### src/rtl/bde_pkg.sv
package bde_pkg;

  localparam int BLOCK_LEN    = 16;
  localparam int SAMPLE_STEP  = 16;
  localparam int MAX_SLOTS    = 4096;
  localparam int PROBE_LIMIT  = 8;
  localparam int BASE_DEPTH   = 4096;
  localparam int TARGET_DEPTH = 4096;
  localparam int OUT_CAP      = 2 * TARGET_DEPTH + 32;

  localparam int AW   = $clog2(BASE_DEPTH);
  localparam int TW   = $clog2(TARGET_DEPTH);
  localparam int CW   = 17;
  localparam int SW   = $clog2(MAX_SLOTS);
  localparam int OW   = $clog2(OUT_CAP);
  localparam int OCW  = OW + 1;
  localparam int BLW  = $clog2(BLOCK_LEN + 1);
  localparam int PLW  = $clog2(PROBE_LIMIT + 1);

  localparam logic [31:0] FNV_OFFSET = 32'd2166136261;
  localparam logic [31:0] FNV_PRIME  = 32'd16777619;
  localparam logic [16:0] CHUNK_MAX  = 17'h10000;
  localparam logic [6:0]  INS_MAX    = 7'd127;
  localparam logic [CW-1:0] SLOTS_MIN = CW'(1024);

  typedef enum logic [1:0] {
    FN_LOAD_BASE   = 2'd0,
    FN_LOAD_TARGET = 2'd1,
    FN_FINISH      = 2'd2,
    FN_PULL        = 2'd3
  } func_t;

  typedef enum logic [1:0] {
    ST_VALID    = 2'd0,
    ST_EMPTY    = 2'd1,
    ST_OVERFLOW = 2'd2
  } status_t;

  // controller -> datapath
  typedef struct packed {
    logic clr_job;
    logic ld_base;
    logic ld_target;
    logic enc_start;
    logic pull;
  } bde_cmd_t;

  // datapath -> controller
  typedef struct packed {
    logic enc_busy;
    logic overflow;
    logic has_byte;
    logic last_byte;
  } bde_sts_t;

endpackage

### src/rtl/bde_ctrl.sv
module bde_ctrl (
  input  logic              clk,
  input  logic              rst_n,
  input  logic              in_tvalid,
  output logic              in_tready,
  input  logic [1:0]        func,
  output logic              out_tvalid,
  input  logic              out_tready,
  output logic [7:0]        out_byte,
  output logic              out_final,
  output logic [1:0]        out_status,
  output bde_pkg::bde_cmd_t cmd,
  input  bde_pkg::bde_sts_t sts,
  input  logic [7:0]        rd_byte
);

  typedef enum logic [3:0] {
    C_LOAD = 4'b0001,
    C_ENC  = 4'b0010,
    C_OUT  = 4'b0100,
    C_RD   = 4'b1000
  } ctrl_state_t;

  ctrl_state_t st_r, st_nxt;
  logic        acc;
  logic        rd_last_r;

  // commands wait for the buffered byte to be read, for the result register and for the encoder
  assign in_tready = !out_tvalid && (st_r != C_ENC) && (st_r != C_RD) && !sts.enc_busy;
  assign acc = in_tvalid && in_tready;

  always_comb begin
    cmd = '0;
    st_nxt = st_r;
    if (acc) begin
      case (bde_pkg::func_t'(func))
        bde_pkg::FN_LOAD_BASE, bde_pkg::FN_LOAD_TARGET: begin
          cmd.clr_job   = (st_r != C_LOAD);
          cmd.ld_base   = (func == bde_pkg::FN_LOAD_BASE);
          cmd.ld_target = (func == bde_pkg::FN_LOAD_TARGET);
          st_nxt = C_LOAD;
        end
        bde_pkg::FN_FINISH: if (st_r == C_LOAD) begin
          cmd.enc_start = 1'b1; st_nxt = C_ENC;
        end
        bde_pkg::FN_PULL: if (!sts.overflow && st_r == C_OUT && sts.has_byte) begin
          cmd.pull = 1'b1; st_nxt = C_RD;
        end
        default: ;
      endcase
    end else if (st_r == C_ENC && !sts.enc_busy && !cmd.enc_start) begin
      st_nxt = C_OUT;
    end else if (st_r == C_RD) begin
      st_nxt = C_OUT;
    end
  end

  always_ff @(posedge clk) begin
    if (!rst_n) begin
      st_r       <= C_LOAD;
      out_tvalid <= 1'b0;
      rd_last_r  <= 1'b0;
    end else begin
      st_r <= (st_r == C_ENC && !acc) ? (sts.enc_busy ? C_ENC : C_OUT) : st_nxt;
      if (out_tvalid && out_tready) out_tvalid <= 1'b0;
      if (st_r == C_RD) begin
        out_tvalid <= 1'b1; out_byte <= rd_byte; out_final <= rd_last_r;
        out_status <= bde_pkg::ST_VALID;
      end
      if (acc && bde_pkg::func_t'(func) == bde_pkg::FN_PULL) begin
        if (cmd.pull) rd_last_r <= sts.last_byte;
        else begin
          out_tvalid <= 1'b1; out_byte <= '0; out_final <= 1'b0;
          out_status <= sts.overflow ? bde_pkg::ST_OVERFLOW : bde_pkg::ST_EMPTY;
        end
      end
    end
  end

endmodule

### config.mk
export PLATFORM = sky130hd
export DESIGN_NAME = bde_ctrl
export DESIGN_NICKNAME = d
export VERILOG_FILES = /design/src/rtl/bde_pkg.sv /design/src/rtl/bde_ctrl.sv
export SDC_FILE = /design/constraint.sdc
export NUM_CORES = 1
export LEC_CHECK = 0
export BUFFER_PORTS_ARGS = -buffer_cell sky130_fd_sc_hd__buf_2
export CORE_MARGIN = 4
export CORE_UTILIZATION = 30
export DETAILED_ROUTE_END_ITERATION = 16
export PLACE_DENSITY = 0.57
export SYNTH_ARGS = -nofsm -noshare
export SYNTH_HDL_FRONTEND = slang
export SYNTH_SLANG_ARGS = --single-unit
### constraint.sdc
create_clock -name clk -period 2.65 [get_ports clk]
set_input_delay 0.1325 -clock clk [delete_from_list [all_inputs] [get_ports clk]]
set_output_delay 0.1325 -clock clk [all_outputs]
set_load 0.05 [all_outputs]
# Word level (Yosys, flattened, before mapping)
# Index checks and enable logic that the tools add are counted.
dict set report totals {
  latch_bits 0
  memories 0
  regBits 17
  ram_bits 0
  word_cells 65
  rom_bits 0
  inputBits 18
}
dict set report op_classes {
  n_div 0
  magnitude_cmp 0
  n_eq_ne 12
  n_addsub 0
  bitwise_logic 0
  shifts 0
  n_reduce_logical 19
  n_mux 28
  n_mul 0
}
# op count
set op_table {}
lappend op_table {{two-way mux 4 bit} 6}
lappend op_table {{two-way mux 8 bit} 3}
lappend op_table {{!= test 4 bit, second input constant} 3}
lappend op_table {{case mux 4 bit (3 select lines)} 1}
lappend op_table {{two-way mux 1 bit} 11}
lappend op_table {{logical AND 1 bit} 10}
lappend op_table {{two-way mux 2 bit} 4}
lappend op_table {{two-way mux 3 bit} 2}
lappend op_table {{two-way mux 5 bit} 1}
lappend op_table {{== test 2 bit, second input constant} 2}
lappend op_table {{== test 4 x 1 -> 1 bit, second input constant} 1}
lappend op_table {{== test 4 x 2 -> 1 bit, second input constant} 1}
lappend op_table {{== test 4 x 3 -> 1 bit, second input constant} 1}
lappend op_table {{== test 4 bit, second input constant} 1}
lappend op_table {{logical NOT 1 bit} 4}
lappend op_table {{!= test 4 x 1 -> 1 bit, second input constant} 1}
lappend op_table {{!= test 4 x 2 -> 1 bit, second input constant} 1}
lappend op_table {{nonzero test 4 bit} 1}
lappend op_table {{AND reduction 3 bit} 1}
lappend op_table {{== test 2 x 1 -> 1 bit, second input constant} 1}
lappend op_table {{logical NOT 2 bit} 1}
lappend op_table {{AND reduction 2 bit} 1}
lappend op_table {{OR reduction 2 bit} 1}

# Logic depth before layout (Yosys ltp)
# Gate-level depths: netlist of run 1.
dict set report depth {
  depth_word 9
  depth_mapped 6
  mapped_depth_nobuf 4
}

# Worst setup path before layout of run 1
# Ideal clock, no wire load.
dict set report synth_path {
  path_type {reg-to-output}
  from {reg out_tvalid}
  to {out cmd[1] in the netlist's numbering}
  path_slack_ps 319
  arrival_ps 2199
  path_stages_with_launch 4
  required_ps 2518
  path_cell_list {dfxtp_1 -> or3b_2 -> a2111oi_0 -> nor2b_1}
}
# item line_no
set synth_lines {}
lappend synth_lines {{start: declaration} bde_ctrl.sv:7} ;# output logic out_tvalid,
lappend synth_lines {{start signal: assignment} bde_ctrl.sv:61} ;# out_tvalid <= 1'b0;
lappend synth_lines {{start signal: assignment} bde_ctrl.sv:65} ;# if (out_tvalid && out_tready) out_tvalid <= 1'b0;
lappend synth_lines {{start signal: assignment} bde_ctrl.sv:67} ;# out_tvalid <= 1'b1; out_byte <= rd_byte; out_final <= rd_last_r;
lappend synth_lines {{end: declaration} bde_ctrl.sv:12} ;# output bde_pkg::bde_cmd_t cmd,

==> reports/qor.yml, run 1 <==
critical_path:
  required_time_of_the_critical_path_ns: 2.52
  critical_path_peak_fanout: 6
  worst_r2r_path_depth: 5
  startpoint: "out_tvalid"
  critPathCaptureType: "output pin"
  timing.rr.start: "st_r[3]"
  critPathLaunchType: "register"
  critical_path_class: "register to output pin"
  critical_path_arrival_ns: 2.04
logic_synthesis:
  yosysMostFrequentCell: "sky130_fd_sc_hd__nand2_1"
  synth-seq-area-share_pct: 47.1
  ys_top_cells_by_area: "sky130_fd_sc_hd__edfxtp_1, sky130_fd_sc_hd__dfxtp_1, sky130_fd_sc_hd__nand2_1"
  synthDominantAreaCellType: "sky130_fd_sc_hd__edfxtp_1"
  synthFlopType: "sky130_fd_sc_hd__edfxtp_1"
  synth_edf_count: 11
  yosys-top-cells-count: "sky130_fd_sc_hd__nand2_1, sky130_fd_sc_hd__a21oi_1, sky130_fd_sc_hd__edfxtp_1, sky130_fd_sc_hd__dfxtp_1, sky130_fd_sc_hd__nor2_1"
  synthSimpleGateAreaFrac_pct: 32.9
  postSynthRegisterBits: 17
  muxShareOfSynthArea_pct: 2.09
  number_of_cells_produced_by_synthesis: 101
  count_of_distinct_cell_types_in_the_synthesized_netlist: 37
  async_flop_share_pct: 0
  synthesis.area_per_instance_um2: 9.46
  synth_adder_area_share_pct: 0
  ys_warn_count: 0
  synth_top_family_by_area: "simple AND/OR/NAND/NOR gates"
  synth_top_cell_area_share_pct: 34.6
  synth-compound-area-share_pct: 13.7
  synth.net_count: 119
  mapped_cell_area_um2: 956
  synthXorXnorAreaFrac_pct: 0.916
clocking:
  post_cts_resize_count: 0
  clock_tree_from_tritoncts: "done"
  clock_latency_ns: 0.30
  clkSinkCount: 17
  post-cts-setup-buffer-count: 0
  cts_root_buf: "sky130_fd_sc_hd__clkbuf_4"
  ctsHtreeMaxLevel: 1
  cts.path.max_buffers: 2
  number_of_buffers_created_by_cts: 3
  holdBufCountCts: 0
  clk_pin_slew_worst_paths_ns: 0.10
floorplan:
  floorplan.initialDensity_pct: 31.3
  die_width_um: 64.5
  die_height_um: 64.5
  ioPinCount: 36
  die_area_mm2: 0.00415
  core_mm2: 0.00305
  core.rowCount: 20
run:
  cap_viol_max_count: 0
placement:
  placed_cells_incl_taps: 176
  dp_slack_ns: 0.790
  routabilityCongestion: 0.835
  post-dp-hpwl_mm: 1.64
  placement.cell_area_mm2: 0.00117
  place.port_buffers: 35
routing:
  initialDrtViolationCount: 19
  postRouteWirelength_mm: 2.25
  vias: 860
  drt_drc_violations_left: 0
  post_drt_wl_per_cell_um: 12.5
  vias_per_cell: 4.78
  dr.pass1.iters: 4
  route.antenna.remaining_nets: 0
timing:
  finalMaxSlewViolations: 0
  clock-skew-final_ns: 0.00356
  fmax_mhz: 460
  setup-tns-final_ns: 0
  final.period_utilization_pct: 82.0
  finalHoldViolCount: 0
  rsz0062_at_grt: "false"
  post-route-worst-setup-slack_ns: 0.477
  timing.slew.headroom_pct: 56.5
  tightestPinTransition_ns: 0.650
  fin_worst_hold_slack_ns: 0.0730
  period_needed_ns: 2.17
  finalSetupViolCount: 0
min_path:
  timing.hold.worst_path_depth: 3
  tightest_hold_check_type: "input port to register"
  timing.hold.worst.start: "sts[0]"
global_route:
  pin_count_of_the_biggest_net_entering_global_routing: 20
  grt_first_pass_wirelength_mm: 3.78
  grt_util_all_layers_pct: 11.6
  grt_antenna_before_repair: 0
  globalRoute.totalOverflow: 0
  grt_pass1_vias: 851
finish:
  area_growth_pct: 24.9
  layout-drive-gt1-share_pct: 33.8
  design_area_mm2: 0.00119
  final_util_pct: 39.1
  layout.cells.non_filler: 180
  num_antenna_cells: 0
  design.final.nets: 155
  fillerInstances: 336
pwr:
  total_power_uw: 564
  power.density_mw_per_mm2: 472
  total_leakage_power_nw: 0.523
  power.ir.vdd_worst_uv: 253
status:
  outcome: "complete, no violations"
==> cells in the final DEF, fill, tap and decap left out, types with 2 or more instances in the layout <==
master / netlist / routed
sky130_fd_sc_hd__a21boi_0: 2 / 2
sky130_fd_sc_hd__o21ai_0: 2 / 2
sky130_fd_sc_hd__dfxtp_1: 6 / 6
sky130_fd_sc_hd__nand2_1: 26 / 26
sky130_fd_sc_hd__and2_1: 2 / 2
sky130_fd_sc_hd__nor3_1: 3 / 3
sky130_fd_sc_hd__nand3b_1: 2 / 2
sky130_fd_sc_hd__mux2i_1: 2 / 2
sky130_fd_sc_hd__a21oi_1: 11 / 11
sky130_fd_sc_hd__clkbuf_4: 0 / 3
sky130_fd_sc_hd__buf_2: 1 / 35
sky130_fd_sc_hd__nor3b_4: 2 / 2
sky130_fd_sc_hd__nor2b_1: 2 / 2
sky130_fd_sc_hd__edfxtp_1: 11 / 11
sky130_fd_sc_hd__nor2_1: 4 / 4
sky130_fd_sc_hd__and3_1: 2 / 2
==> layer usage <==
metal / wire (um) / global-route usage, % / up-vias
met1: 993 / 14.0 / 386
met2: 1010 / 18.9 / 38
met3: 224 / 4.68 / 4
met4: 30 / 3.17 / 0
li1: - / - / 432
met5: 0 / 0 / -
==> kinds of logic after synthesis <==
logic type,after synthesis
buffers and inverters,6
AO/OA/AOI/OAI,21
AND/OR/NAND/NOR,54
XOR/XNOR,1
flip-flops,17
multiplexers,2
==> path summary, 6_finish.rpt <==
kind | end | slack [ns]
worst max-delay path | cmd[1] | 0.48
worst min-delay path | rd_last_r | 0.07
worst max register to register | out_tvalid | 0.81
worst min register to register | rd_last_r | 0.47
==> cell type report <==
| type | count | area, um^2 | area share, % |
|---|---|---|---|
| Tap cell | 44 | 55.1 | 4.61 |
| Inverter | 1 | 3.75 | 0.314 |
| Multi-Input combinational cell | 78 | 474 | 39.7 |
| Clock buffer | 3 | 22.5 | 1.89 |
| Timing Repair Buffer | 36 | 183 | 15.3 |
| Clock inverter | 1 | 5.00 | 0.419 |
| Sequential cell | 17 | 450 | 37.7 |
==> power breakdown <==
part	switching (mW)	internal [mW]	total, mW
Combinational	0.0804	0.0343	0.115
Sequential	0.00822	0.297	0.305
Clock	0.0874	0.0563	0.144
Total	0.176	0.388	0.564
==> worst max-delay path, stage by stage, from the launching register on <==
cell and delay (ns):
sky130_fd_sc_hd__dfxtp_1 0.36, sky130_fd_sc_hd__or3b_2 0.49, sky130_fd_sc_hd__a2111oi_0 0.44, sky130_fd_sc_hd__nor2b_1 0.19, sky130_fd_sc_hd__buf_2 0.27
==> state kept, by name, indices dropped and copies added (netlist names) <==
register and flops:
st_r 4, out_byte 8, out_final 1, out_tvalid 1, out_status 2, rd_last_r 1
Power figures use the tool's default switching activity.
==> run 2: changes to the inputs <==
Clock period 2.65 ns to 2.1 ns, I/O delays scaled along.
==> run 2 against run 1 <==
Effect of this change:
- register-to-register slack worse by 0.69 ns
- sequential cell count stayed put
- die area stayed put
- clock-buffer cell count stayed put
- final cell count is 9.4% higher
- first-iteration DRC count is 16% lower
- combinational power is 43% higher
- total power is 29% higher
- core utilization is 5.7 points higher
- clock power is 25% higher
- non-clock buffer count is 17 higher
- largest cell class unchanged
- highest routed layer unchanged
==> reports/qor.yml, run 2 (synthesis results as in run 1) <==
status:
  outcome: "complete, no violations"
critical_path:
  timing.critical_path.cells: "buf_4 -> buf_4 -> or4b_1 -> and3_1 -> buf_2"
  critPathLaunchType: "register"
  r2r_end: "st_r[0]"
  startpoint: "st_r[3]"
  worstSetupEndpoint: "cmd[4]"
  worst_r2r_path_depth: 6  # +1
  timing.critical_path.depth: 5  # +1
  critical_path_peak_fanout: 3  # -3
  timing.rr.start: "st_r[3]"
  max_stage_delay_ns: 0.62  # +0.13 ns
  cpLargestDelayFamily: "simple AND/OR/NAND/NOR gates"
  timing.critical_path.mode_cell: "sky130_fd_sc_hd__buf_4"
  rrSetupSlack_ns: 0.12  # -0.69 ns
  critPathCaptureType: "output pin"
  required_time_of_the_critical_path_ns: 2.00  # -0.52 ns
  critical_path_arrival_ns: 1.95  # -0.09 ns
  path_buf_inv: 3  # +2
  critical_path_class: "register to output pin"
  cpMaxStageDelayCell: "sky130_fd_sc_hd__or4b_1"
pwr:
  power.density_mw_per_mm2: 531  # +12%
  total_power_uw: 727  # +29%
  power.ir.vdd_worst_uv: 191  # -24%
  total_leakage_power_nw: 0.618  # +18%
clocking:
  clock_latency_ns: 0.29  # about the same
  holdBufCountCts: 0  # unchanged
  clock_tree_from_tritoncts: "done"
  ctsHtreeMaxLevel: 1  # unchanged
  clkSinkCount: 17  # unchanged
  cts_root_buf: "sky130_fd_sc_hd__clkbuf_4"
  cts.path.max_buffers: 2  # unchanged
  number_of_buffers_created_by_cts: 3  # unchanged
  clk_pin_slew_worst_paths_ns: 0.11  # about the same
finish:
  final_common_cell: "sky130_fd_sc_hd__buf_2"
  design.final.nets: 172  # +11%
  fillerInstances: 327  # -2.7%
  num_antenna_cells: 0  # unchanged
  area_growth_pct: 43.2
  most-common-layout-cells: "sky130_fd_sc_hd__buf_2, sky130_fd_sc_hd__nand2_1, sky130_fd_sc_hd__buf_4"
  largest-register: "out_byte"
  largest_register_ff_count: 8  # unchanged
  reg_top3: "out_byte: 8 flops, st_r: 4 flops, out_status: 2 flops"
  register_area_um2: 452  # +0.28%
  multi_input_comb_area_um2: 508  # +7.1%
  layout.cells.non_filler: 197  # +9.4%
  layout-drive-gt1-share_pct: 44.4  # +11 points
routing:
  vias_per_cell: 4.55  # -4.8%
  post_drt_wl_per_cell_um: 12.6  # +0.57%
  initialDrtViolationCount: 16  # -3
  postRouteWirelength_mm: 2.48  # +10%
  route.antenna.remaining_nets: 0  # unchanged
  vias: 896  # +4.2%
  drt_drc_violations_left: 0  # unchanged
  dr.pass1.iters: 4  # unchanged
floorplan:
  die_width_um: 64.5  # unchanged
  core.rowCount: 20  # unchanged
  floorplan.initialDensity_pct: 31.3  # unchanged
  ioPinCount: 36  # unchanged
  die_height_um: 64.5  # unchanged
  die_area_mm2: 0.00415  # unchanged
  core_mm2: 0.00305  # unchanged
placement:
  dp_slack_ns: -0.0480  # -0.838 ns
  routabilityCongestion: 0.886  # +6.1%
  placed_cells_incl_taps: 190  # +8.0%
  post-dp-hpwl_mm: 1.90  # +16%
  place.port_buffers: 35  # unchanged
timing:
  fin_worst_hold_slack_ns: 0.0473  # -0.0258 ns
  final.period_utilization_pct: 98.1
  finalSetupViolCount: 0  # unchanged
  finalHoldViolCount: 0  # unchanged
  rsz0062_at_grt: "true"
  fmax_mhz: 486
  timing.slew.headroom_pct: 63.6  # +7.2 points
  post-route-worst-setup-slack_ns: 0.0407  # -0.436 ns
  period_needed_ns: 2.06
  clock-skew-final_ns: 0.00445  # +0.000895 ns
  finalMaxSlewViolations: 0  # unchanged
  setup-tns-final_ns: 0  # unchanged
  tightestPinTransition_ns: 0.543  # -0.107 ns
global_route:
  globalRoute.totalOverflow: 0  # unchanged
  pin_count_of_the_biggest_net_entering_global_routing: 20  # unchanged
  grt_util_all_layers_pct: 12.4  # +0.84 points
  grt_pass1_vias: 851  # unchanged
  grt_antenna_before_repair: 0  # unchanged
  grt_first_pass_wirelength_mm: 4.04  # +6.7%
run:
  cap_viol_max_count: 0  # unchanged
min_path:
  tightest_hold_check_type: "input port to register"
run 2: area by class of cell:
cell class	count	area share, %
multi-input combinational	78	37.1
sequential	17	33.0
timing repair buffer	53	23.6
tap	44	4.02
clock buffer	3	1.65
clock inverter	1	0.366
inverter	1	0.274
run 2: routing by layer:
metal | wire length (um) | part of all wire (%) | vias up | global-route usage (%)
li1 | - | - | 463 | -
met1 | 1200 | 49 | 395 | 17.0
met2 | 1090 | 44 | 34 | 19.3
met3 | 174 | 7.0 | 4 | 2.77
met4 | 17 | 0.69 | 0 | 3.96
met5 | 0 | 0 | - | 0
run 2: timing repair:
| action | CTS | global route |
|---|---|---|
| endpoints found under the setup margin | 6 | 2 |
| buffers inserted | 4 | 0 |
| gates resized for setup | 7 | 4 |
| pin swaps | 2 | 3 |
| gates cloned | 0 | 0 |
run 2: how the worst min path moves through the flow:
stage                       from     endpoint  slack [ns]  depth (start not counted)
final                     sts[0]    rd_last_r        0.05                          3
after global routing      sts[0]    rd_last_r        0.04                          3
after CTS                 sts[0]    rd_last_r        0.04                          3
after detailed placement  sts[0]    rd_last_r        0.37                          3
after global placement    sts[0]    rd_last_r        0.36                          3
after floorplan            rst_n  out_byte[0]        0.22                          0
run 2: worst reg2reg max path, cell delays in order (launching register included):
cell and delay [ns]:
sky130_fd_sc_hd__dfxtp_2 0.35, sky130_fd_sc_hd__buf_4 0.14, sky130_fd_sc_hd__buf_4 0.13, sky130_fd_sc_hd__or4b_1 0.62, sky130_fd_sc_hd__o221ai_1 0.29, sky130_fd_sc_hd__a21boi_0 0.15
sky130_fd_sc_hd__nand3b_1 0.18
run 2: metrics by stage:
stage,area [um^2],utilization (%)
floorplan,958,-
global placement,1270,41.7
detailed placement,1270,41.7
CTS,1350,44.3
global route,1370,44.8
finish,1370,44.8
run 2: report_power, final:
group          switching (mW)  leakage, nW  internal (mW)
Sequential            0.00774        0.158          0.375
Clock                   0.110       0.0177         0.0708
Combinational           0.111        0.443         0.0531
==> run 3: changes to the inputs <==
Settings changed: ABC_AREA set to 1, PLACE_DENSITY 0.57 to 0.58.
==> run 3 against run 2 <==
Effect of this change:
- sequential power is 5% higher
- clock skew is 0.0033 ns lower
- critical endpoint unchanged
- sequential share of layout area is 5.6 points higher
- clock power is 3% lower
- fmax is 6.4% higher
- worst setup slack better by 0.12 ns
- highest routed layer unchanged
==> reports/qor.yml, run 3 <==
global_route:
  grt_antenna_before_repair: 0  # unchanged
  pin_count_of_the_biggest_net_entering_global_routing: 17  # -15%
  grt_first_pass_wirelength_mm: 3.80  # -5.8%
  globalRoute.totalOverflow: 0  # unchanged
  grt_pass1_vias: 869  # +2.1%
  grt_util_all_layers_pct: 12.1  # -0.28 points
placement:
  place.port_buffers: 35  # unchanged
  placement.cell_area_mm2: 0.00114  # -11%
  routabilityCongestion: 0.853  # -3.8%
  dp_slack_ns: 0.483  # +0.531 ns
  post-dp-hpwl_mm: 1.78  # -6.4%
clocking:
  clock_latency_ns: 0.29  # about the same
  number_of_buffers_created_by_cts: 3  # unchanged
  post-cts-setup-buffer-count: 0  # -4
  cts.path.max_buffers: 2  # unchanged
  cts_root_buf: "sky130_fd_sc_hd__clkbuf_4"
  ctsHtreeMaxLevel: 1  # unchanged
  clock_tree_from_tritoncts: "done"
  clk_pin_slew_worst_paths_ns: 0.10  # about the same
  post_cts_resize_count: 0  # -7
  holdBufCountCts: 0  # unchanged
  clkSinkCount: 17  # unchanged
routing:
  vias: 869  # -3.0%
  postRouteWirelength_mm: 2.24  # -9.6%
  post_drt_wl_per_cell_um: 12.1  # -4.3%
  route.antenna.remaining_nets: 0  # unchanged
  drt_drc_violations_left: 0  # unchanged
  initialDrtViolationCount: 9  # -7
  dr.pass1.iters: 4  # unchanged
  vias_per_cell: 4.67  # +2.7%
pwr:
  total_power_uw: 791  # +8.8%
  clock_power_share_pct: 22.1  # -2.7 points
  internal_power_uw: 517  # +3.6%
  netSwitchingFraction_pct: 34.6  # +3.3 points
  seq_power_share_pct: 50.6  # -2.0 points
  netSwitchingPower_uw: 274  # +20%
  power.density_mw_per_mm2: 678  # +28%
  power_frac_comb_pct: 27.3  # +4.8 points
  total_leakage_power_nw: 0.590  # -4.6%
  power.ir.vdd_worst_uv: 266  # +39%
critical_path:
  critical_path_arrival_ns: 1.83  # -0.12 ns
  max_stage_delay_ns: 0.42  # -0.20 ns
  timing.critical_path.cells: "nor2_1 -> nand2_2 -> nand2_2 -> nor2_8 -> nand2_4 -> inv_1 -> nand2_1 -> a31oi_2 -> clkbuf_4"
  critical_path_peak_fanout: 5  # +2
  cpMaxStageDelayCell: "sky130_fd_sc_hd__dfxtp_1"
  timing.critical_path.mode_cell: "sky130_fd_sc_hd__nand2_2"
  critPathCaptureType: "output pin"
  required_time_of_the_critical_path_ns: 2.00  # about the same
  critPathLaunchType: "register"
  critical_path_class: "register to output pin"
timing:
  timing.slew.headroom_pct: 76.3  # +13 points
  finalMaxSlewViolations: 0  # unchanged
  post-route-worst-setup-slack_ns: 0.165  # +0.124 ns
  finalSetupViolCount: 0  # unchanged
  final.period_utilization_pct: 92.2  # -5.9 points
  tightestPinTransition_ns: 0.355  # -0.188 ns
  fmax_mhz: 517  # +6.4%
  clock-skew-final_ns: 0.00116  # -0.00329 ns
  period_needed_ns: 1.94  # -0.124 ns
  finalHoldViolCount: 0  # unchanged
status:
  outcome: "complete, no violations"
floorplan:
  die_height_um: 63.0  # -2.2%
  die_width_um: 63.0  # -2.2%
  core.rowCount: 19  # -5.0%
  floorplan.initialDensity_pct: 32.1  # +0.80 points
  ioPinCount: 36  # unchanged
  die_area_mm2: 0.00397  # -4.4%
  core_mm2: 0.00283  # -7.3%
finish:
  final_util_pct: 41.2  # -3.6 points
  layout-drive-gt1-share_pct: 32.3  # -12 points
  design_area_mm2: 0.00117  # -15%
  most-common-layout-cells: "sky130_fd_sc_hd__nand2_1, sky130_fd_sc_hd__buf_2, sky130_fd_sc_hd__nor2_1"
  area_growth_pct: 28.4
  num_antenna_cells: 0  # unchanged
  register_area_um2: 450  # -0.28%
  largest_register_ff_count: 8  # unchanged
  multi_input_comb_area_um2: 408  # -20%
  largest-register: "out_byte"
  reg_top3: "out_byte: 8 flops, st_r: 4 flops, out_status: 2 flops"
  fillerInstances: 299  # -8.6%
  final_common_cell: "sky130_fd_sc_hd__nand2_1"
  design.final.nets: 174  # +1.2%
run:
  cap_viol_max_count: 0  # unchanged
logic_synthesis:
  ys_warn_count: 0  # unchanged
  yosysMostFrequentCell: "sky130_fd_sc_hd__nand2_1"
  synthDominantAreaCellType: "sky130_fd_sc_hd__edfxtp_1"
  yosys-top-cells-count: "sky130_fd_sc_hd__nand2_1, sky130_fd_sc_hd__nor2_1, sky130_fd_sc_hd__a21oi_1, sky130_fd_sc_hd__inv_1, sky130_fd_sc_hd__edfxtp_1"
  synth-seq-area-share_pct: 49.6  # +2.5 points
  synth.net_count: 134  # +13%
  synthesis.area_per_instance_um2: 7.83  # -17%
  postSynthRegisterBits: 17  # unchanged
  synth_edf_count: 11  # unchanged
  async_flop_share_pct: 0  # unchanged
  synth_top_cell_area_share_pct: 36.4  # +1.8 points
  count_of_distinct_cell_types_in_the_synthesized_netlist: 19  # -49%
  synthFlopType: "sky130_fd_sc_hd__edfxtp_1"
  ys_top_cells_by_area: "sky130_fd_sc_hd__edfxtp_1, sky130_fd_sc_hd__nand2_1, sky130_fd_sc_hd__dfxtp_1"
  number_of_cells_produced_by_synthesis: 116  # +15%
  mapped_cell_area_um2: 908  # -5.0%
min_path:
  tightest_hold_check_type: "input port to register"
-- run 3: cell count changes in the layout (fill, tap and decap cells not counted), moves of 3 or more --
cell and delta:
sky130_fd_sc_hd__nor2_1 +16, sky130_fd_sc_hd__nand2_1 +9, sky130_fd_sc_hd__inv_1 +11, sky130_fd_sc_hd__nand3_1 +4
sky130_fd_sc_hd__buf_4 -16, sky130_fd_sc_hd__nand2_2 +3, sky130_fd_sc_hd__nand4_1 +3
-- run 3: final timing paths --
check                                from           to  slack (ns)  cells after the start
worst max-delay path              st_r[0]       cmd[4]        0.16                      9
worst min-delay path               sts[0]    rd_last_r        0.08                      3
worst max register to register    st_r[0]  out_byte[3]        0.49                      5
worst min register to register  rd_last_r    rd_last_r        0.47                      2
-- run 3: layout make-up --
type | count | share of cell area, %
clock buffers | 3 | 1.93
clock inverters | 1 | 0.429
inverters | 13 | 4.18
multi-input cells | 84 | 35.0
flip-flops and latches | 17 | 38.6
well taps | 31 | 3.33
repair buffers | 37 | 16.5
-- run 3: kinds of logic (layout without fill, tap and decap cells) --
family,count (synthesis),count (layout),share of synthesized area (%)
AOI/OAI and AO/OA,15,15,8.68
DFF,17,17,49.6
and+or+nand+nor,69,69,35.5
buffers and inverters,15,54,6.20
-- run 3: critical path: cells and delay by family (launching register included) --
family,cells,cell delay (ns)
buf+inv,2,0.37
simple gates,6,0.60
flops,1,0.42
compound gates,1,0.16
-- run 3: per-stage QoR --
stage | hold WS, ns | setup TNS [ns] | instances
final | 0.0761 | 0 | 186
after global routing | 0.0600 | -0.0157 | 186
after CTS | 0.0616 | 0 | 186
after detailed placement | 0.390 | 0 | 182
after global placement | 0.388 | 0 | 182
after floorplan | 0.189 | 0 | 116
-- run 3: routing by layer --
layer	share of wire (%)	wire length [um]	GRT usage (%)	vias to the layer above
li1	-	-	-	456
met3	8.0	180	5.04	2
met2	48	1070	19.8	27
met1	44	985	14.5	384
met5	0	0	0	-
met4	0.36	8	3.31	0
-- run 3: power by group through the flow --
stage	Clock (mW)	Combinational, mW	Sequential, mW
after floorplan	0	0.0933	0.470
after global placement	0	0.214	0.408
after detailed placement	0	0.217	0.408
after CTS	0.188	0.217	0.401
after global routing	0.209	0.235	0.405
final	0.175	0.216	0.401
